[config.mk]
export PLATFORM = sky130hd
export DESIGN_NAME = rlps_cfg_flat
export DESIGN_NICKNAME = d
export VERILOG_FILES = /design/src/hdl/rlps_pkg.sv /design/src/hdl/rlps_if.sv /design/src/hdl/rlps_cfg.sv /design/src/flat_wrapper.sv
export SDC_FILE = /design/constraint.sdc
export NUM_CORES = 1
export LEC_CHECK = 0
export ABC_AREA = 1
export BUFFER_PORTS_ARGS = -buffer_cell sky130_fd_sc_hd__buf_2
export CORE_UTILIZATION = 41
export DETAILED_ROUTE_END_ITERATION = 8
export GPL_ROUTABILITY_DRIVEN = 1
export MAX_ROUTING_LAYER = met4
export PLACE_DENSITY = 0.77
export SLEW_MARGIN = 20
export SYNTH_ARGS = -nofsm -noshare
export SYNTH_HDL_FRONTEND = slang
export SYNTH_SLANG_ARGS = --single-unit
[constraint.sdc]
create_clock -name i_clk -period 2.4 [get_ports i_clk]
set_input_delay 0.6 -clock i_clk [delete_from_list [all_inputs] [get_ports i_clk]]
set_output_delay 0.6 -clock i_clk [all_outputs]
set_load 0.005 [all_outputs]
[src/hdl/rlps_pkg.sv]
`default_nettype none

package rlps_pkg;

    // chain capacity and the widths that follow from it
    localparam int MAX_LEDS = 1024;
    localparam int IDX_W    = $clog2(MAX_LEDS);
    localparam int POS_W    = $clog2(MAX_LEDS + 1);

    // fixed field widths
    localparam int BYTE_W      = 8;
    localparam int COLOR_W     = 3 * BYTE_W;
    localparam int LED_INDEX_W = 10;
    localparam int COUNT_W     = 11;
    localparam int GAP_W       = 12;
    localparam int SHIFT_W     = 3;
    localparam int BIT_W       = 5;
    localparam int BITS_PER_LED = 24;

    // configuration port
    localparam int CFG_IDX_W  = 3;
    localparam int CFG_DATA_W = 12;

    localparam logic [CFG_IDX_W-1:0] CFG_ZERO_HIGH_TIME = 3'd0;
    localparam logic [CFG_IDX_W-1:0] CFG_ONE_HIGH_TIME  = 3'd1;
    localparam logic [CFG_IDX_W-1:0] CFG_LED_COUNT      = 3'd2;
    localparam logic [CFG_IDX_W-1:0] CFG_RESET_SLOTS    = 3'd3;
    localparam logic [CFG_IDX_W-1:0] CFG_DIM_SHIFT      = 3'd4;

    localparam logic [BYTE_W-1:0]  RST_ZERO_HIGH_TIME = 8'd8;
    localparam logic [BYTE_W-1:0]  RST_ONE_HIGH_TIME  = 8'd16;
    localparam int                 RST_LED_COUNT      = 64;
    localparam logic [GAP_W-1:0]   RST_RESET_SLOTS    = 12'd40;
    localparam logic [SHIFT_W-1:0] RST_DIM_SHIFT      = 3'd2;

    // item opcodes
    localparam logic OP_STORE = 1'b0;
    localparam logic OP_TICK  = 1'b1;

    typedef struct packed {
        logic [BYTE_W-1:0]  zero_high;
        logic [BYTE_W-1:0]  one_high;
        logic [POS_W-1:0]   eff_count;
        logic [GAP_W-1:0]   gap_len;
        logic [SHIFT_W-1:0] dim_shift;
    } t_cfg;

    typedef struct packed {
        logic               we;
        logic [IDX_W-1:0]   waddr;
        logic [COLOR_W-1:0] wdata;
        logic               re;
        logic [IDX_W-1:0]   raddr;
    } t_mem_req;

    typedef struct packed {
        logic             valid;
        logic             gap;
        logic             last;
        logic [BIT_W-1:0] sh;
    } t_slot;

endpackage

`default_nettype wire

[src/hdl/rlps_if.sv]
`default_nettype none


interface rlps_cfg_if;
    logic                            valid;
    logic                            ready;
    logic [rlps_pkg::CFG_IDX_W-1:0]  index;
    logic [rlps_pkg::CFG_DATA_W-1:0] data;

    modport source (output valid, index, data, input ready);
    modport sink   (input valid, index, data, output ready);
endinterface

`default_nettype wire

[src/hdl/rlps_cfg.sv]
`default_nettype none

module rlps_cfg (
    input  wire logic   i_clk,
    input  wire logic   i_rst_n,
    rlps_cfg_if.sink    i_cfg,
    output rlps_pkg::t_cfg o_cfg
);

    logic [rlps_pkg::BYTE_W-1:0]  r_zero_high;
    logic [rlps_pkg::BYTE_W-1:0]  r_one_high;
    logic [rlps_pkg::POS_W-1:0]   r_eff_count;
    logic [rlps_pkg::GAP_W-1:0]   r_gap_len;
    logic [rlps_pkg::SHIFT_W-1:0] r_dim_shift;

    logic                           wr;
    logic [rlps_pkg::COUNT_W-1:0]   cnt_in;
    logic [rlps_pkg::GAP_W-1:0]     gap_in;

    assign i_cfg.ready = 1'b1;
    assign wr     = i_cfg.valid && i_cfg.ready;
    assign cnt_in = i_cfg.data[rlps_pkg::COUNT_W-1:0];
    assign gap_in = i_cfg.data[rlps_pkg::GAP_W-1:0];

    // count is clamped to capacity and a zero gap becomes one, both at write time
    always_ff @(posedge i_clk) begin
        if (!i_rst_n) begin
            r_zero_high <= rlps_pkg::RST_ZERO_HIGH_TIME;
            r_one_high  <= rlps_pkg::RST_ONE_HIGH_TIME;
            r_eff_count <= rlps_pkg::POS_W'(rlps_pkg::RST_LED_COUNT);
            r_gap_len   <= rlps_pkg::RST_RESET_SLOTS;
            r_dim_shift <= rlps_pkg::RST_DIM_SHIFT;
        end else if (wr) begin
            unique case (i_cfg.index)
                rlps_pkg::CFG_ZERO_HIGH_TIME: begin
                    r_zero_high <= i_cfg.data[rlps_pkg::BYTE_W-1:0];
                end
                rlps_pkg::CFG_ONE_HIGH_TIME: begin
                    r_one_high <= i_cfg.data[rlps_pkg::BYTE_W-1:0];
                end
                rlps_pkg::CFG_LED_COUNT: begin
                    if (32'(cnt_in) > 32'(rlps_pkg::MAX_LEDS)) begin
                        r_eff_count <= rlps_pkg::POS_W'(rlps_pkg::MAX_LEDS);
                    end else begin
                        r_eff_count <= rlps_pkg::POS_W'(cnt_in);
                    end
                end
                rlps_pkg::CFG_RESET_SLOTS: begin
                    r_gap_len <= (gap_in == '0) ? rlps_pkg::GAP_W'(1) : gap_in;
                end
                rlps_pkg::CFG_DIM_SHIFT: begin
                    r_dim_shift <= i_cfg.data[rlps_pkg::SHIFT_W-1:0];
                end
                default: begin
                end
            endcase
        end
    end

    assign o_cfg.zero_high = r_zero_high;
    assign o_cfg.one_high  = r_one_high;
    assign o_cfg.eff_count = r_eff_count;
    assign o_cfg.gap_len   = r_gap_len;
    assign o_cfg.dim_shift = r_dim_shift;

endmodule

`default_nettype wire

[src/flat_wrapper.sv]
// flat-port wrapper written by rule: the top's interface ports become plain ports
module rlps_cfg_flat 
  (i_clk, i_rst_n, o_cfg, i_cfg_valid, i_cfg_index, i_cfg_data, i_cfg_ready);
  rlps_cfg_if i_cfg_i ();
  input  wire logic i_clk;
  input  wire logic i_rst_n;
  output rlps_pkg::t_cfg o_cfg;
  input wire logic [$bits(i_cfg_i.valid)-1:0] i_cfg_valid;
  input wire logic [$bits(i_cfg_i.index)-1:0] i_cfg_index;
  input wire logic [$bits(i_cfg_i.data)-1:0] i_cfg_data;
  output wire logic [$bits(i_cfg_i.ready)-1:0] i_cfg_ready;
  assign i_cfg_i.valid = i_cfg_valid;
  assign i_cfg_i.index = i_cfg_index;
  assign i_cfg_i.data = i_cfg_data;
  assign i_cfg_ready = i_cfg_i.ready;
  rlps_cfg u_core (.i_clk(i_clk), .i_rst_n(i_rst_n), .i_cfg(i_cfg_i), .o_cfg(o_cfg));
endmodule
==> impl_metrics.yaml <==
synth:
  synth_area_leaders: "dfxtp_1 51%, a21oi_1 8.3%, o21ai_0 6.7%"
  yosysWarningCount: 0
  syn_nets: 206
  ys_ff_latch: 42
  postSynthCellCount: 188
  synth_top_area_share_pct: 51.5
  syn_area_per_cell_sq_um: 8.69
  synthesis.area_sq_mm: 0.00163
  yosysTopAreaCell: "dfxtp_1"
  synth-seq-area-share_pct: 51.5
  yosys.cell_types.count: 23
clocking:
  htree_levels: 2
  cts_tree: "built"
  cts_resized: 0
  holdBufCountCts: 0
  cts_setup_buffers: 0
  root_buffer: "clkbuf_8"
  worst_skew_pair.late_latency_ns: 0.29
  path_clk_slew_ns: 0.08
  cts_sinks: 42
  cts_buffers: 5
  clk_path_buf_depth: 2
setup_path:
  crit_path_start_kind: "primary input"
  path_max_fanout: 22
  r2r-start: "u_core.r_eff_count[0]$_SDFFE_PN0P_"
  endpoint_kind: "flop"
  ff2ff_path_depth: 2
  crit_type: "primary input to flop"
  worst_r2r_endpoint: "u_core.r_eff_count[0]$_SDFFE_PN0P_"
  worstPathRequired_ns: 2.59
  critPathArrivalTime_ns: 1.73
  r2r_setup_slack_ns: 1.73
power:
  p_leak_nw: 0.984
  p_per_area_mw_per_mm2: 694
  power_mw: 1.41
  vdd.ir_drop.worst_uv: 452
grt:
  grt_max_degree: 30
  overflow: 0
  grt_pass1_vias: 1218
  grt_pass1_wl_um: 5840
  grt.total_usage_pct: 19.1
  antenna_found_initial: 0
finish:
  syn_to_final_growth_pct: 24.3
  finish.utilization_pct: 54.2
  n_antenna_cell: 0
  fin_nets: 263
  most-common-layout-cells: "59 x buf_2, 42 x dfxtp_1, 27 x a21oi_1"
  fin_cells: 294
  nFillCells: 362
  drive_gt1_share_pct: 35.8
  final_area_sq_mm: 0.00203
  layout_commonest_cell: "buf_2"
timing:
  tightest_slew_ns: 0.583
  rsz0062_at_grt: "no"
  min_period_ns: 1.54
  finalMaxSlewViolations: 0
  fmax_mhz: 648
  holdWs_ns: 0.448
  fin_crit_sh_pct: 64.3
  skew_ns: 0
  hold_viol_final: 0
  relSlewSlack_pct: 61.1
  final-setup-viol-count: 0
  finalSetupTns_ns: 0
  fin_ws_ns: 0.856
drt:
  num_vias: 1436
  firstDrtPassIters: 4
  drt_iter0_drc: 106
  wl_per_cell_um: 12.7
  viasPerCell: 4.88
  drc_errors: 0
  ant_nets: 0
  drt_wl_total_um: 3740
min_path:
  whs_endpoint: "u_core.r_dim_shift[2]$_SDFFE_PN0P_"
  min_from: "u_core.r_dim_shift[2]$_SDFFE_PN0P_"
  hold_path.class: "flop to flop"
  hold_depth: 2
placement:
  pre_cts_slack_ns: 0.583
  port_buffers: 59
  dpl.cell_count: 286
  gp_congestion: 0.853
  post-dp-hpwl_um: 2650
  placed_area_sq_mm: 0.00192
floorplan:
  core_sq_mm: 0.00374
  die_area_sq_mm: 0.00424
  die_h_um: 65.1
  pin_count: 61
  die_w_um: 65.1
  rows: 22
  start_util_pct: 43.6
run_status:
  outcome: "finished clean"
run:
  maxCapViolCount: 0
-- worst max-delay path by stage --
| stage | from | to | slack [ns] | cells past startpoint |
|---|---|---|---|---|
| 2_1_floorplan | i_cfg_valid | u_core.r_eff_count[0]$_SDFFE_PN0P_ | 1.06 | 6 |
| 3_3_place_gp | i_cfg_index[2] | u_core.r_eff_count[6]$_SDFFE_PN1P_ | 0.60 | 7 |
| 3_5_place_dp | i_cfg_index[2] | u_core.r_eff_count[6]$_SDFFE_PN1P_ | 0.58 | 7 |
| 4_1_cts | i_cfg_index[2] | u_core.r_eff_count[6]$_SDFFE_PN1P_ | 0.89 | 7 |
| 5_1_grt | i_cfg_index[2] | u_core.r_eff_count[6]$_SDFFE_PN1P_ | 0.79 | 7 |
| 6_report | i_cfg_index[2] | u_core.r_eff_count[6]$_SDFFE_PN1P_ | 0.86 | 7 |
-- routing by layer --
layer | vias to the layer above | part of all wire (%) | global-route usage, %
li1 | 744 | - | -
met1 | 640 | 50 | 24.6
met2 | 47 | 44 | 28.3
met3 | 5 | 4.4 | 4.17
met4 | 0 | 1.8 | 9.78
met5 | - | 0 | -
-- Yosys cell counts (all sizes together) --
| library cell | number |
|---|---|
| o21bai | 1 |
| conb | 1 |
| o21ai | 38 |
| o211ai | 3 |
| dfxtp | 42 |
| nor2 | 18 |
| buf | 8 |
| a21oi | 36 |
| nand3b | 1 |
| nand2 | 17 |
| nand3 | 3 |
| clkbuf | 2 |
| inv | 18 |
-- critical path, stage by stage --
cell and delay, ns:
buf_2 0.12, nor2_4 0.16, nand2_4 0.09, nor2_4 0.47, inv_1 0.08, a21oi_1 0.14, nand2_1 0.06
-- final cells by class --
cell class	count	area (sq um)	share of cell area [%]
multi-input combinational	118	649	32.0
clock buffer	6	72.6	3.57
timing repair buffer	60	303	14.9
inverter	18	67.6	3.33
sequential	42	841	41.4
clock inverter	2	37.5	1.85
tap	48	60.1	2.96
-- flip-flops by register name, indices dropped and copies added, names as in the netlist --
name	cells
u_core.r_one_high	8
u_core.r_eff_count	11
u_core.r_gap_len	12
u_core.r_zero_high	8
u_core.r_dim_shift	3
-- cell families after synthesis --
family                 share of synthesized area (%)
AND/OR/NAND/NOR                                 12.0
AO/OA/AOI/OAI                                   27.5
buffers and inverters                           8.81
flip-flops                                      51.5
other                                          0.229
-- report_power, final --
group	leakage, nW	switching, mW	internal, mW
clock network	0.0514	0.236	0.310
logic	0.591	0.0796	0.0511
registers	0.342	0.0112	0.721
(Power assumes the default switching activity.)
