$ cat src/hdl/rlps_pkg.sv
`default_nettype none

package rlps_pkg;

    // chain capacity and the widths that follow from it
    localparam int MAX_LEDS = 1024;
    localparam int IDX_W    = $clog2(MAX_LEDS);
    localparam int POS_W    = $clog2(MAX_LEDS + 1);

    // fixed field widths
    localparam int BYTE_W      = 8;
    localparam int COLOR_W     = 3 * BYTE_W;
    localparam int LED_INDEX_W = 10;
    localparam int COUNT_W     = 11;
    localparam int GAP_W       = 12;
    localparam int SHIFT_W     = 3;
    localparam int BIT_W       = 5;
    localparam int BITS_PER_LED = 24;

    // configuration port
    localparam int CFG_IDX_W  = 3;
    localparam int CFG_DATA_W = 12;

    localparam logic [CFG_IDX_W-1:0] CFG_ZERO_HIGH_TIME = 3'd0;
    localparam logic [CFG_IDX_W-1:0] CFG_ONE_HIGH_TIME  = 3'd1;
    localparam logic [CFG_IDX_W-1:0] CFG_LED_COUNT      = 3'd2;
    localparam logic [CFG_IDX_W-1:0] CFG_RESET_SLOTS    = 3'd3;
    localparam logic [CFG_IDX_W-1:0] CFG_DIM_SHIFT      = 3'd4;

    localparam logic [BYTE_W-1:0]  RST_ZERO_HIGH_TIME = 8'd8;
    localparam logic [BYTE_W-1:0]  RST_ONE_HIGH_TIME  = 8'd16;
    localparam int                 RST_LED_COUNT      = 64;
    localparam logic [GAP_W-1:0]   RST_RESET_SLOTS    = 12'd40;
    localparam logic [SHIFT_W-1:0] RST_DIM_SHIFT      = 3'd2;

    // item opcodes
    localparam logic OP_STORE = 1'b0;
    localparam logic OP_TICK  = 1'b1;

    typedef struct packed {
        logic [BYTE_W-1:0]  zero_high;
        logic [BYTE_W-1:0]  one_high;
        logic [POS_W-1:0]   eff_count;
        logic [GAP_W-1:0]   gap_len;
        logic [SHIFT_W-1:0] dim_shift;
    } t_cfg;

    typedef struct packed {
        logic               we;
        logic [IDX_W-1:0]   waddr;
        logic [COLOR_W-1:0] wdata;
        logic               re;
        logic [IDX_W-1:0]   raddr;
    } t_mem_req;

    typedef struct packed {
        logic             valid;
        logic             gap;
        logic             last;
        logic [BIT_W-1:0] sh;
    } t_slot;

endpackage

`default_nettype wire

$ cat src/hdl/rlps_if.sv
`default_nettype none


interface rlps_result_if;
    logic                        valid;
    logic                        ready;
    logic [rlps_pkg::BYTE_W-1:0] compare_value;
    logic                        in_reset_gap;
    logic                        frame_last;

    modport source (output valid, compare_value, in_reset_gap, frame_last, input ready);
    modport sink   (input valid, compare_value, in_reset_gap, frame_last, output ready);
endinterface


`default_nettype wire

$ cat src/hdl/rlps_out.sv
`default_nettype none

module rlps_out (
    input  wire logic                    i_clk,
    input  wire logic                    i_rst_n,
    input  rlps_pkg::t_slot              i_slot,
    input  wire logic [rlps_pkg::COLOR_W-1:0] i_rd_data,
    input  rlps_pkg::t_cfg               i_cfg,
    rlps_result_if.source                o_result,
    output logic                         o_s2_ready
);

    // stage 2: slot info waiting for the store read data
    logic                       r_s2_valid;
    logic                       r_s2_gap;
    logic                       r_s2_last;
    logic [rlps_pkg::BIT_W-1:0] r_s2_sh;

    // result register
    logic                        r_o_valid;
    logic [rlps_pkg::BYTE_W-1:0] r_o_cmp;
    logic                        r_o_gap;
    logic                        r_o_last;

    logic                        out_en;
    logic [rlps_pkg::BYTE_W-1:0] cmp;

    assign out_en     = !r_o_valid || o_result.ready;
    assign o_s2_ready = !r_s2_valid || out_en;

    always_ff @(posedge i_clk) begin
        if (!i_rst_n) begin
            r_s2_valid <= 1'b0;
            r_o_valid  <= 1'b0;
        end else begin
            if (o_s2_ready) begin
                r_s2_valid <= i_slot.valid;
            end
            if (out_en) begin
                r_o_valid <= r_s2_valid;
            end
        end
    end

    always_ff @(posedge i_clk) begin
        if (i_slot.valid) begin
            r_s2_gap  <= i_slot.gap;
            r_s2_last <= i_slot.last;
            r_s2_sh   <= i_slot.sh;
        end
        if (r_s2_valid && out_en) begin
            r_o_cmp  <= cmp;
            r_o_gap  <= r_s2_gap;
            r_o_last <= r_s2_last;
        end
    end

    always_comb begin
        if (r_s2_gap) begin
            cmp = '0;
        end else if (i_rd_data[r_s2_sh]) begin
            cmp = i_cfg.one_high;
        end else begin
            cmp = i_cfg.zero_high;
        end
    end

    assign o_result.valid         = r_o_valid;
    assign o_result.compare_value = r_o_cmp;
    assign o_result.in_reset_gap  = r_o_gap;
    assign o_result.frame_last    = r_o_last;

`ifndef SYNTHESIS
    a_last_in_gap: assert property (@(posedge i_clk) disable iff (!i_rst_n)
        (r_o_valid && r_o_last) |-> r_o_gap)
        else $error("frame end outside latch gap");

    a_gap_zero: assert property (@(posedge i_clk) disable iff (!i_rst_n)
        (r_o_valid && r_o_gap) |-> (r_o_cmp == '0))
        else $error("nonzero compare value in latch gap");
`endif

endmodule

`default_nettype wire

$ cat src/flat_wrapper.sv
// flat-port wrapper written by rule: the top's interface ports become plain ports
module rlps_out_flat 
  (i_clk, i_rst_n, i_slot, i_rd_data, i_cfg, o_s2_ready, o_result_valid, o_result_compare_value, o_result_in_reset_gap, o_result_frame_last, o_result_ready);
  rlps_result_if o_result_i ();
  input  wire logic i_clk;
  input  wire logic i_rst_n;
  input  rlps_pkg::t_slot i_slot;
  input  wire logic [rlps_pkg::COLOR_W-1:0] i_rd_data;
  input  rlps_pkg::t_cfg i_cfg;
  output logic o_s2_ready;
  output wire logic [$bits(o_result_i.valid)-1:0] o_result_valid;
  output wire logic [$bits(o_result_i.compare_value)-1:0] o_result_compare_value;
  output wire logic [$bits(o_result_i.in_reset_gap)-1:0] o_result_in_reset_gap;
  output wire logic [$bits(o_result_i.frame_last)-1:0] o_result_frame_last;
  input wire logic [$bits(o_result_i.ready)-1:0] o_result_ready;
  assign o_result_valid = o_result_i.valid;
  assign o_result_compare_value = o_result_i.compare_value;
  assign o_result_in_reset_gap = o_result_i.in_reset_gap;
  assign o_result_frame_last = o_result_i.frame_last;
  assign o_result_i.ready = o_result_ready;
  rlps_out u_core (.i_clk(i_clk), .i_rst_n(i_rst_n), .i_slot(i_slot), .i_rd_data(i_rd_data), .i_cfg(i_cfg), .o_result(o_result_i), .o_s2_ready(o_s2_ready));
endmodule
$ cat config.mk
export PLATFORM = sky130hd
export DESIGN_NAME = rlps_out_flat
export DESIGN_NICKNAME = d
export VERILOG_FILES = /design/src/hdl/rlps_pkg.sv /design/src/hdl/rlps_if.sv /design/src/hdl/rlps_out.sv /design/src/flat_wrapper.sv
export SDC_FILE = /design/constraint.sdc
export NUM_CORES = 1
export LEC_CHECK = 0
export BUFFER_PORTS_ARGS = -buffer_cell sky130_fd_sc_hd__buf_2
export CAP_MARGIN = 20
export CORE_ASPECT_RATIO = 0.5
export CORE_MARGIN = 4
export CORE_UTILIZATION = 37
export CTS_CLUSTER_SIZE = 14
export DETAILED_ROUTE_END_ITERATION = 12
export GPL_TIMING_DRIVEN = 0
export PLACE_DENSITY = 0.79
export SYNTH_ARGS = -nofsm -noshare
export SYNTH_HDL_FRONTEND = slang
export SYNTH_SLANG_ARGS = --single-unit
$ cat constraint.sdc
create_clock -name i_clk -period 2.7 [get_ports i_clk]
set_clock_uncertainty 0.1 [all_clocks]
set_input_delay 0.405 -clock i_clk [delete_from_list [all_inputs] [get_ports i_clk]]
set_output_delay 0.405 -clock i_clk [all_outputs]
set_load 0.02 [all_outputs]
==> flow_metrics.tcl <==
set metrics [dict create \
    run_status "finished, final reports clean" \
    detailed_route_via_count 796 \
    remaining_drc_errors 0 \
    die_y_microns 45.2 \
    core_area_sq_um 2620 \
    timing.critical_path.from_type "flip-flop" \
    route.antenna.remaining_nets 0 \
    cts_tree "done" \
    clock_sinks 19 \
    fillerInstances 224 \
    post-route-worst-setup-slack_ns 0.377 \
    grtUsageTotal 0.123 \
    ctsHtreeMaxLevel 1 \
    die_w_microns 82.4 \
    worst_path_most_repeated_cell "sky130_fd_sc_hd__mux2i_1" \
    most-common-layout-cells "63 x sky130_fd_sc_hd__buf_2, 18 x sky130_fd_sc_hd__mux2i_1, 17 x sky130_fd_sc_hd__edfxtp_1" \
    report.final.setup_viol 0 \
    regToRegSetupSlack_ns 0.38 \
    grt-ovfl-total 0 \
    syn_area_sq_um 1020 \
    unrepaired_setup_endpoints_after_global_routing "no" \
    synthesis.nets 152 \
    drt-pass1-iter-count 3 \
    area_taken_by_multi_input_logic_gates_sq_um 450 \
    drive_gt1_frac 0.489 \
    min_path_type "in2reg" \
    die_area_sq_um 3730 \
    period_minus_slack_ns 2.32 \
    yosysUniqueCellTypes 22 \
    fin_nets 219 \
    postCtsSetupRepairBufs 0 \
    cp_slowest_stage_delay_ns 0.56 \
    start_util 0.391 \
    dpl.cell_count 174 \
    reg2reg_from "u_core.r_s2_sh[1]$_DFFE_PP_" \
    worst_skew_pair.late_latency_ns 0.25 \
    cts_hold_buffers 0 \
    totalWireLength_mm 2.22 \
    design.portCount 89 \
    stdcell_count 178 \
    worstPathArrival_ns 2.20 \
    io_buffer_count 62 \
    power.static_leakage_uw 0.000650 \
    power.density_nw_per_um2 495 \
    crit_type "reg2reg" \
    worst-r2r-cell-count 5 \
    cap_violations 0 \
    synth_seq_cells 19 \
    antenna-diode-count 0 \
    worst-slew-pin-transition_ns 0.853 \
    worst_slew_margin_rel 0.430 \
    max_clock_freq_mhz 431 \
    crit_slowest_cell "sky130_fd_sc_hd__a221oi_4" \
    grt_pass1_vias 809 \
    final_common_cell "sky130_fd_sc_hd__buf_2" \
    cts-root-buf "sky130_fd_sc_hd__clkbuf_8" \
    rows 13 \
    post_cts_resize_count 0 \
    cts_buffers 3 \
    sequential_cell_area_sq_um 551 \
    postSynthCellCount 75 \
    required_ns 2.58 \
    clock_tree.buffer_depth 2 \
    post_synth.cell_area_avg_sq_um 13.7 \
    vias_per_cell 4.47 \
    postLayoutCoreUtil 0.545 \
    critical_path.max_fanout 10 \
    drt_iter0_drc 6 \
    routedWlPerCell_microns 12.5 \
    synth.yosys.seq_area_share 0.537 \
    area_growth_pct 39.2 \
    dp.final_hpwl_mm 1.90 \
    vdd.ir_drop.worst_v 0.000243 \
    worstHoldStart "i_slot[0]" \
    total_power_uw 706 \
    timing.critical_path.cells "buf_6, mux2i_1, mux4_2, a221oi_4, mux2i_1" \
    antenna_found_initial 0 \
    worstHoldPathCells 1 \
    count_of_warnings_emitted_by_yosys 0 \
    reg2reg_to "u_core.o_result.compare_value[0]$_SDFFCE_PP0P_" \
    crit_buf_inv 1 \
    pre_cts_ws_ns 0.373 \
    worst_hold_path.endpoint "u_core.r_s2_sh[0]$_DFFE_PP_" \
    end_kind "flip-flop" \
    grt_max_degree 11 \
    final-hold-violation-count 0 \
    worst_path_dominant_cell_family "multiplexers" \
    maxSlewViolCount 0 \
    worst_setup_hold_path_clk_slew_ns 0.07 \
    totalNegativeSetupSlack_ns 0 \
    wire_length_of_the_first_global_routing_pass_mm 3.43 \
    final_min_period_over_clock_period 0.860 \
    gp_routability_congestion 0.668 \
]
==> cells by family after synthesis <==
family	after synthesis	share of synthesized area
buffers and inverters	4	0.0232
AND/OR/NAND/NOR	25	0.149
flip-flops	19	0.537
multiplexers	20	0.223
AO/OA/AOI/OAI	7	0.0672
==> layer usage <==
metal | global-route usage | vias up | wire (microns)
met4 | 0.0596 | 0 | 11
met5 | 0 | - | 0
met1 | 0.118 | 360 | 774
met3 | 0.0120 | 2 | 107
met2 | 0.264 | 21 | 1330
li1 | - | 413 | -
==> synthesized netlist by cell type <==
cell type / n / area (sq um)
sky130_fd_sc_hd__nand3b_1: 2 / 15.0
sky130_fd_sc_hd__mux4_2: 1 / 22.5
sky130_fd_sc_hd__o211ai_1: 1 / 7.51
sky130_fd_sc_hd__clkbuf_1: 1 / 3.75
sky130_fd_sc_hd__a22oi_1: 1 / 7.51
sky130_fd_sc_hd__a221oi_4: 1 / 26.3
sky130_fd_sc_hd__a31oi_1: 1 / 6.26
sky130_fd_sc_hd__mux2i_1: 18 / 180
sky130_fd_sc_hd__nand3_1: 1 / 5.00
sky130_fd_sc_hd__a21oi_1: 1 / 5.00
sky130_fd_sc_hd__nand2b_1: 16 / 100
sky130_fd_sc_hd__buf_1: 1 / 3.75
sky130_fd_sc_hd__dfxtp_1: 2 / 40.0
sky130_fd_sc_hd__edfxtp_1: 17 / 510
sky130_fd_sc_hd__a311oi_1: 1 / 8.76
sky130_fd_sc_hd__nor2_1: 1 / 3.75
sky130_fd_sc_hd__buf_6: 1 / 11.3
sky130_fd_sc_hd__o21a_1: 1 / 7.51
sky130_fd_sc_hd__buf_2: 1 / 5.00
sky130_fd_sc_hd__nor2b_1: 4 / 25.0
sky130_fd_sc_hd__mux4_1: 1 / 26.3
sky130_fd_sc_hd__nand2_1: 1 / 3.75
==> per-stage QoR <==
stage / hold slack, ns / area (sq um)
floorplan: 0.300 / 1020
global placement: 0.304 / 1380
detailed placement: 0.313 / 1380
CTS: 0.219 / 1430
global route: 0.212 / 1430
finish: 0.225 / 1430
==> flip-flops by register name, summed over array words and instances, names as in the netlist <==
name / count
u_core.r_s2_sh: 5
u_core.o_result.valid: 1
u_core.r_s2_last: 1
u_core.r_s2_gap: 1
u_core.o_result.compare_value: 8
u_core.r_s2_valid: 1
u_core.o_result.in_reset_gap: 1
u_core.o_result.frame_last: 1
==> area by class of cell <==
class	count	share of cell area
Sequential cell	19	0.386
Multi-Input combinational cell	52	0.316
Timing Repair Buffer	62	0.218
Tap cell	37	0.0325
Clock buffer	4	0.0316
Buffer	4	0.0167
==> where the power goes <==
group	leakage [uW]	switching [uW]	total, uW	internal, uW
sequential	0.000180	10.0	356	346
clock	0.0000228	86.0	191	105
combinational	0.000446	74.5	159	84.6
==> worst max path at each step <==
stage	from	endpoint	slack (ns)	cells past startpoint
floorplan	u_core.r_s2_sh[1]$_DFFE_PP_	u_core.o_result.compare_value[0]$_SDFFCE_PP0P_	0.58	5
global placement	u_core.r_s2_sh[1]$_DFFE_PP_	u_core.o_result.compare_value[3]$_SDFFCE_PP0P_	0.41	5
detailed placement	u_core.r_s2_sh[1]$_DFFE_PP_	u_core.o_result.compare_value[0]$_SDFFCE_PP0P_	0.37	5
CTS	u_core.r_s2_sh[1]$_DFFE_PP_	u_core.o_result.compare_value[0]$_SDFFCE_PP0P_	0.36	5
global route	u_core.r_s2_sh[1]$_DFFE_PP_	u_core.o_result.compare_value[0]$_SDFFCE_PP0P_	0.27	5
finish	u_core.r_s2_sh[1]$_DFFE_PP_	u_core.o_result.compare_value[0]$_SDFFCE_PP0P_	0.38	5
Note: power is estimated with default switching activity, not from simulation.
