[config.mk]
export PLATFORM = sky130hd
export DESIGN_NAME = rlps_seq_flat
export DESIGN_NICKNAME = d
export VERILOG_FILES = /design/src/hdl/rlps_pkg.sv /design/src/hdl/rlps_if.sv /design/src/hdl/rlps_seq.sv /design/src/flat_wrapper.sv
export SDC_FILE = /design/constraint.sdc
export NUM_CORES = 1
export LEC_CHECK = 0
export ABC_AREA = 1
export BUFFER_PORTS_ARGS = -buffer_cell sky130_fd_sc_hd__buf_2
export CAP_MARGIN = 20
export CORE_MARGIN = 5
export CORE_UTILIZATION = 45
export CTS_BUF_LIST = sky130_fd_sc_hd__clkbuf_16
export CTS_CLUSTER_DIAMETER = 40
export CTS_CLUSTER_SIZE = 16
export DETAILED_ROUTE_END_ITERATION = 10
export PLACE_DENSITY = 0.77
export SLEW_MARGIN = 40
export SYNTH_ARGS = -nofsm -noshare
export SYNTH_HDL_FRONTEND = slang
export SYNTH_SLANG_ARGS = --single-unit
[constraint.sdc]
create_clock -name i_clk -period 6.12 [get_ports i_clk]
set_clock_uncertainty 0.1 [all_clocks]
set_input_delay 0.918 -clock i_clk [delete_from_list [all_inputs] [get_ports i_clk]]
set_output_delay 0.918 -clock i_clk [all_outputs]
set_load 0.02 [all_outputs]
[src/hdl/rlps_pkg.sv]
`default_nettype none

package rlps_pkg;

    // chain capacity and the widths that follow from it
    localparam int MAX_LEDS = 1024;
    localparam int IDX_W    = $clog2(MAX_LEDS);
    localparam int POS_W    = $clog2(MAX_LEDS + 1);

    // fixed field widths
    localparam int BYTE_W      = 8;
    localparam int COLOR_W     = 3 * BYTE_W;
    localparam int LED_INDEX_W = 10;
    localparam int COUNT_W     = 11;
    localparam int GAP_W       = 12;
    localparam int SHIFT_W     = 3;
    localparam int BIT_W       = 5;
    localparam int BITS_PER_LED = 24;

    // configuration port
    localparam int CFG_IDX_W  = 3;
    localparam int CFG_DATA_W = 12;

    localparam logic [CFG_IDX_W-1:0] CFG_ZERO_HIGH_TIME = 3'd0;
    localparam logic [CFG_IDX_W-1:0] CFG_ONE_HIGH_TIME  = 3'd1;
    localparam logic [CFG_IDX_W-1:0] CFG_LED_COUNT      = 3'd2;
    localparam logic [CFG_IDX_W-1:0] CFG_RESET_SLOTS    = 3'd3;
    localparam logic [CFG_IDX_W-1:0] CFG_DIM_SHIFT      = 3'd4;

    localparam logic [BYTE_W-1:0]  RST_ZERO_HIGH_TIME = 8'd8;
    localparam logic [BYTE_W-1:0]  RST_ONE_HIGH_TIME  = 8'd16;
    localparam int                 RST_LED_COUNT      = 64;
    localparam logic [GAP_W-1:0]   RST_RESET_SLOTS    = 12'd40;
    localparam logic [SHIFT_W-1:0] RST_DIM_SHIFT      = 3'd2;

    // item opcodes
    localparam logic OP_STORE = 1'b0;
    localparam logic OP_TICK  = 1'b1;

    typedef struct packed {
        logic [BYTE_W-1:0]  zero_high;
        logic [BYTE_W-1:0]  one_high;
        logic [POS_W-1:0]   eff_count;
        logic [GAP_W-1:0]   gap_len;
        logic [SHIFT_W-1:0] dim_shift;
    } t_cfg;

    typedef struct packed {
        logic               we;
        logic [IDX_W-1:0]   waddr;
        logic [COLOR_W-1:0] wdata;
        logic               re;
        logic [IDX_W-1:0]   raddr;
    } t_mem_req;

    typedef struct packed {
        logic             valid;
        logic             gap;
        logic             last;
        logic [BIT_W-1:0] sh;
    } t_slot;

endpackage

`default_nettype wire

[src/hdl/rlps_if.sv]
`default_nettype none

interface rlps_item_if;
    logic                                valid;
    logic                                ready;
    logic                                op;
    logic [rlps_pkg::LED_INDEX_W-1:0]    led_index;
    logic [rlps_pkg::BYTE_W-1:0]         first_byte;
    logic [rlps_pkg::BYTE_W-1:0]         second_byte;
    logic [rlps_pkg::BYTE_W-1:0]         third_byte;

    modport source (output valid, op, led_index, first_byte, second_byte, third_byte,
                    input ready);
    modport sink   (input valid, op, led_index, first_byte, second_byte, third_byte,
                    output ready);
endinterface


`default_nettype wire

[src/hdl/rlps_seq.sv]
`default_nettype none

module rlps_seq (
    input  wire logic          i_clk,
    input  wire logic          i_rst_n,
    rlps_item_if.sink          i_item,
    input  rlps_pkg::t_cfg     i_cfg,
    input  wire logic          i_clr_busy,
    input  wire logic          i_s2_ready,
    output rlps_pkg::t_mem_req o_req,
    output rlps_pkg::t_slot    o_slot
);

    // input register
    logic                             r_s1_valid;
    logic                             r_s1_op;
    logic [rlps_pkg::LED_INDEX_W-1:0] r_s1_idx;
    logic [rlps_pkg::BYTE_W-1:0]      r_s1_b0;
    logic [rlps_pkg::BYTE_W-1:0]      r_s1_b1;
    logic [rlps_pkg::BYTE_W-1:0]      r_s1_b2;

    // frame position
    logic [rlps_pkg::POS_W-1:0] r_pos, n_pos;
    logic [rlps_pkg::BIT_W-1:0] r_bit, n_bit;
    logic [rlps_pkg::GAP_W-1:0] r_gap_cnt, n_gap_cnt;
    logic                       r_in_gap, n_in_gap;

    logic                       is_tick;
    logic                       fire;
    logic                       accept;
    logic                       gap_now;
    logic                       slot_last;
    logic [rlps_pkg::GAP_W-1:0] gc_inc;
    logic [rlps_pkg::BIT_W-1:0] bit_inc;
    logic [rlps_pkg::POS_W-1:0] pos_inc;

    assign is_tick = (r_s1_op == rlps_pkg::OP_TICK);
    // a store never waits on the result side
    assign fire    = r_s1_valid && (!is_tick || i_s2_ready);
    assign i_item.ready = !i_clr_busy && (!r_s1_valid || fire);
    assign accept  = i_item.valid && i_item.ready;

    always_ff @(posedge i_clk) begin
        if (!i_rst_n) begin
            r_s1_valid <= 1'b0;
        end else if (accept) begin
            r_s1_valid <= 1'b1;
        end else if (fire) begin
            r_s1_valid <= 1'b0;
        end
    end

    always_ff @(posedge i_clk) begin
        if (accept) begin
            r_s1_op  <= i_item.op;
            r_s1_idx <= i_item.led_index;
            r_s1_b0  <= i_item.first_byte;
            r_s1_b1  <= i_item.second_byte;
            r_s1_b2  <= i_item.third_byte;
        end
    end

    always_comb begin
        gap_now   = r_in_gap || (r_pos >= i_cfg.eff_count);
        gc_inc    = (r_in_gap ? r_gap_cnt : '0) + rlps_pkg::GAP_W'(1);
        bit_inc   = r_bit + rlps_pkg::BIT_W'(1);
        pos_inc   = r_pos + rlps_pkg::POS_W'(1);
        n_pos     = r_pos;
        n_bit     = r_bit;
        n_gap_cnt = r_gap_cnt;
        n_in_gap  = r_in_gap;
        slot_last = 1'b0;
        if (gap_now) begin
            if (gc_inc >= i_cfg.gap_len) begin
                slot_last = 1'b1;
                n_in_gap  = 1'b0;
                n_gap_cnt = '0;
                n_pos     = '0;
                n_bit     = '0;
            end else begin
                n_in_gap  = 1'b1;
                n_gap_cnt = gc_inc;
            end
        end else if (bit_inc == rlps_pkg::BIT_W'(rlps_pkg::BITS_PER_LED)) begin
            n_bit = '0;
            n_pos = pos_inc;
            if (pos_inc >= i_cfg.eff_count) begin
                n_in_gap  = 1'b1;
                n_gap_cnt = '0;
            end
        end else begin
            n_bit = bit_inc;
        end
    end

    always_ff @(posedge i_clk) begin
        if (!i_rst_n) begin
            r_pos     <= '0;
            r_bit     <= '0;
            r_gap_cnt <= '0;
            r_in_gap  <= 1'b0;
        end else if (fire && is_tick) begin
            r_pos     <= n_pos;
            r_bit     <= n_bit;
            r_gap_cnt <= n_gap_cnt;
            r_in_gap  <= n_in_gap;
        end
    end

    assign o_slot.valid = fire && is_tick;
    assign o_slot.gap   = gap_now;
    assign o_slot.last  = slot_last;
    assign o_slot.sh    = rlps_pkg::BIT_W'(rlps_pkg::BITS_PER_LED - 1) - r_bit;

    assign o_req.we    = fire && !is_tick && (32'(r_s1_idx) < 32'(i_cfg.eff_count));
    assign o_req.waddr = rlps_pkg::IDX_W'(r_s1_idx);
    assign o_req.wdata = {r_s1_b0 >> i_cfg.dim_shift,
                          r_s1_b1 >> i_cfg.dim_shift,
                          r_s1_b2 >> i_cfg.dim_shift};
    assign o_req.re    = fire && is_tick;
    assign o_req.raddr = r_pos[rlps_pkg::IDX_W-1:0];

`ifndef SYNTHESIS
    a_bit_range: assert property (@(posedge i_clk) disable iff (!i_rst_n)
        r_bit < rlps_pkg::BIT_W'(rlps_pkg::BITS_PER_LED))
        else $error("bit position past last bit of led");

    a_pos_range: assert property (@(posedge i_clk) disable iff (!i_rst_n)
        32'(r_pos) <= 32'(rlps_pkg::MAX_LEDS))
        else $error("led position beyond capacity");
`endif

endmodule

`default_nettype wire

[src/flat_wrapper.sv]
// flat-port wrapper written by rule: the top's interface ports become plain ports
module rlps_seq_flat 
  (i_clk, i_rst_n, i_cfg, i_clr_busy, i_s2_ready, o_req, o_slot, i_item_valid, i_item_op, i_item_led_index, i_item_first_byte, i_item_second_byte, i_item_third_byte, i_item_ready);
  rlps_item_if i_item_i ();
  input  wire logic i_clk;
  input  wire logic i_rst_n;
  input  rlps_pkg::t_cfg i_cfg;
  input  wire logic i_clr_busy;
  input  wire logic i_s2_ready;
  output rlps_pkg::t_mem_req o_req;
  output rlps_pkg::t_slot o_slot;
  input wire logic [$bits(i_item_i.valid)-1:0] i_item_valid;
  input wire logic [$bits(i_item_i.op)-1:0] i_item_op;
  input wire logic [$bits(i_item_i.led_index)-1:0] i_item_led_index;
  input wire logic [$bits(i_item_i.first_byte)-1:0] i_item_first_byte;
  input wire logic [$bits(i_item_i.second_byte)-1:0] i_item_second_byte;
  input wire logic [$bits(i_item_i.third_byte)-1:0] i_item_third_byte;
  output wire logic [$bits(i_item_i.ready)-1:0] i_item_ready;
  assign i_item_i.valid = i_item_valid;
  assign i_item_i.op = i_item_op;
  assign i_item_i.led_index = i_item_led_index;
  assign i_item_i.first_byte = i_item_first_byte;
  assign i_item_i.second_byte = i_item_second_byte;
  assign i_item_i.third_byte = i_item_third_byte;
  assign i_item_ready = i_item_i.ready;
  rlps_seq u_core (.i_clk(i_clk), .i_rst_n(i_rst_n), .i_item(i_item_i), .i_cfg(i_cfg), .i_clr_busy(i_clr_busy), .i_s2_ready(i_s2_ready), .o_req(o_req), .o_slot(o_slot));
endmodule
==> run metrics <==
Slew @ Worst Pin=0.684 ns; Rows=38; gr busiest metal=met2; Fillers=1053; arrival time worst endpoint=3.66 ns; top-level I/O count=137; DIE AREA=13600 µm²; Worst Setup Start Kind=register; GRT met1 Usage=0.234; RSZ-0062 raised after global routing=no; vias in the first global route=between 4000 and 5000; placed inst area=roughly 5700 µm²; compound-gate portion of the synthesized area=0.0675; most common cell in the netlist=nand2_1; clock buffer depth=2; Post-CTS Resized=0; sequential share of the synthesized area=0.324; GR Util met3=0.0233; Die W=116 µm; Post-Syn Instances=712; Routed Antenna Nets=0; CTS tree=done; crit path time final=4.67 ns; Worst-path clk slew=around 0.05 ns; Syn Area/Cell=approximately 7.2 µm²; number of synthesized flops with an enable pin=35; Cell Pwr Density=189 nW/µm²; Max Slew Vio Count=0; Max FO, Critical Path=18; adder-cell share of the synthesized area=0.113; vias=roughly 4700; M2 GR Usage=0.322; DR WL/cell=between 10 and 15 µm; post-synth top area cell=edfxtp_1; post-layout util=0.543; Cell variety after synth=approximately 40; Post-synth top cells=nand2_1 (187), inv_1 (86), nand3_1 (66), nor2_1 (66), ha_1 (46); post-synth top area share=0.206; Clock Latency Late Sink=0.32 ns; initial core utilization=0.464; Detailed Route Iter0 Violations=302; mux cell area share after synthesis=0.0177; flops & latches, synth=65; Post-Syn Nets=840; Setup crit end kind=output pin; CTS Sinks=65; XOR/XNOR Fraction of Synth Area=0.0258; Max Freq=0.214 GHz; Synth Cell Area=5090 µm²; Async SR Flop Fraction=0; post-route cell area=5970 µm²; Max IR drop VDD=0.000100 V; status=complete, no violations; area of the core=11000 µm²; GR Overflow Total=0; simple logic cell fraction of the synthesized area=0.332; Primary FF master, synth=edfxtp_1; fin nets=between 900 and 1000; largest net degree at the start of global routing=37; IO Port Bufs=120; CP Class=reg -> out; Final setup violation count=0; final-report hold violation count=0; H-tree levels=3; Worst Hold Class=reg -> reg; largest family of logic cells by synthesized area=simple AND/OR/NAND/NOR gates; DP HPWL=9450 µm; final hold slack=just under 0.4 ns; vias per cell=4.97; setup TNS=0 ns; CP Data Required Time=5.10 ns; Die Span Y=116 µm; gpl congestion=0.869; Synth area leaders=edfxtp_1 (21%), nand2_1 (14%), dfxtp_1 (12%); drt pass-1 iters=5; Hold Buf Count CTS=0; initial antenna violation count=1; layout cells sized above 1=0.238; Setup Buffers After CTS=0; final wirelength=12500 µm; Ys Warns=0; ratio of final minimum period to clock period=0.764; maxcap violations=0; max_slew headroom=0.543; Tot GR Track Use=0.184; Leak Pwr=3.09 nW; clk root buf=clkbuf_16; Area Growth Syn to Fin=17.1%; # DRC=0; total CTS buffers=9; first-pass GRT wire length=around 20000 µm
where the power goes:
part	leakage [nW]	switching [mW]	internal [mW]	total [mW]
clock network	0.139	0.188	0.314	0.502
registers	0.570	0.00612	0.473	0.479
logic	2.38	0.0931	0.0534	0.147
total	3.09	0.288	0.840	1.13
metal layers:
metal / vias up / wire length (µm)
met5: - / 0
met4: 0 / 199
met2: 115 / 5950
met1: 2142 / 5700
met3: 18 / 626
li1: 2472 / -
sequential cells by signal (all words and copies together), names as in the netlist, 5 cells and up:
register / flops
u_core.r_s1_idx: 10
u_core.r_bit: 5
u_core.r_gap_cnt: 12
u_core.r_s1_b2: 8
u_core.r_pos: 11
u_core.r_s1_b0: 8
u_core.r_s1_b1: 8
cell families after synthesis:
group                    Yosys count
AO/OA/AOI/OAI                     61
XOR/XNOR                          15
adder cells (fa/ha/maj)           46
buffers and inverters            140
flip-flops                        65
multiplexers                       9
AND/OR/NAND/NOR                  376
stage by stage:
stage	std cells	worst slack (ns)	power (mW)
5_1_grt	955	1.02	1.18
3_5_place_dp	938	1.80	0.634
6_report	955	1.45	1.13
4_1_cts	954	1.44	1.14
3_3_place_gp	938	1.83	0.632
2_1_floorplan	712	1.93	0.581
final cells by class:
class,count,area (µm²),area share
clock inverters,7,71.3,0.0120
multi-input cells,507,2840,0.475
clock buffers,9,225,0.0377
flip-flops and latches,65,1650,0.277
inverters,104,390,0.0654
repair buffers,122,616,0.103
diodes,1,2.50,0.000419
well taps,140,175,0.0294
layout by cell type, fill, tap and decap left out, types with 3 or more instances in the layout:
cell type  synthesis  layout
nand2_2           16      16
o21ai_0           21      21
nand3_1           66      66
xor2_1            14      14
inv_1             86      86
a21oi_1           28      28
mux2i_1            9       9
nand4_1            8       8
a31oi_1            3       3
nor2_2            13      13
buf_2              1     120
inv_2             14      14
clkinv_1           4       5
clkbuf_16          0       9
edfxtp_1          35      35
nor2_1            66      66
nor3_1             6       6
nand2_1          187     187
dfxtp_1           30      30
ha_1              46      46
worst max-delay path, cell delays in order (launching register included):
cell	delay, ns
dfxtp_1	0.76
nand2_1	0.22
inv_1	0.15
ha_1	0.18
inv_1	0.07
nor2_1	0.21
nand3b_1	0.14
nor2_1	0.13
xor2_1	0.21
inv_1	0.07
ha_1	0.27
nand2_1	0.09
nor2_2	0.06
and2_1	0.13
nand2_1	0.07
nand4_2	0.20
nand2_2	0.18
inv_1	0.05
buf_2	0.15
path summary, 6_finish.rpt:
check                               to  slack, ns            startpoint  cells past startpoint
setup / recovery             o_slot[5]       1.45       u_core.r_in_gap                     18
hold / removal    u_core.r_gap_cnt[11]       0.38  u_core.r_gap_cnt[11]                      2
setup reg to reg       u_core.r_pos[0]       2.11       u_core.r_in_gap                     21
hold reg to reg   u_core.r_gap_cnt[11]       0.38  u_core.r_gap_cnt[11]                      2
No activity file was read; power rests on OpenSTA's default activity.
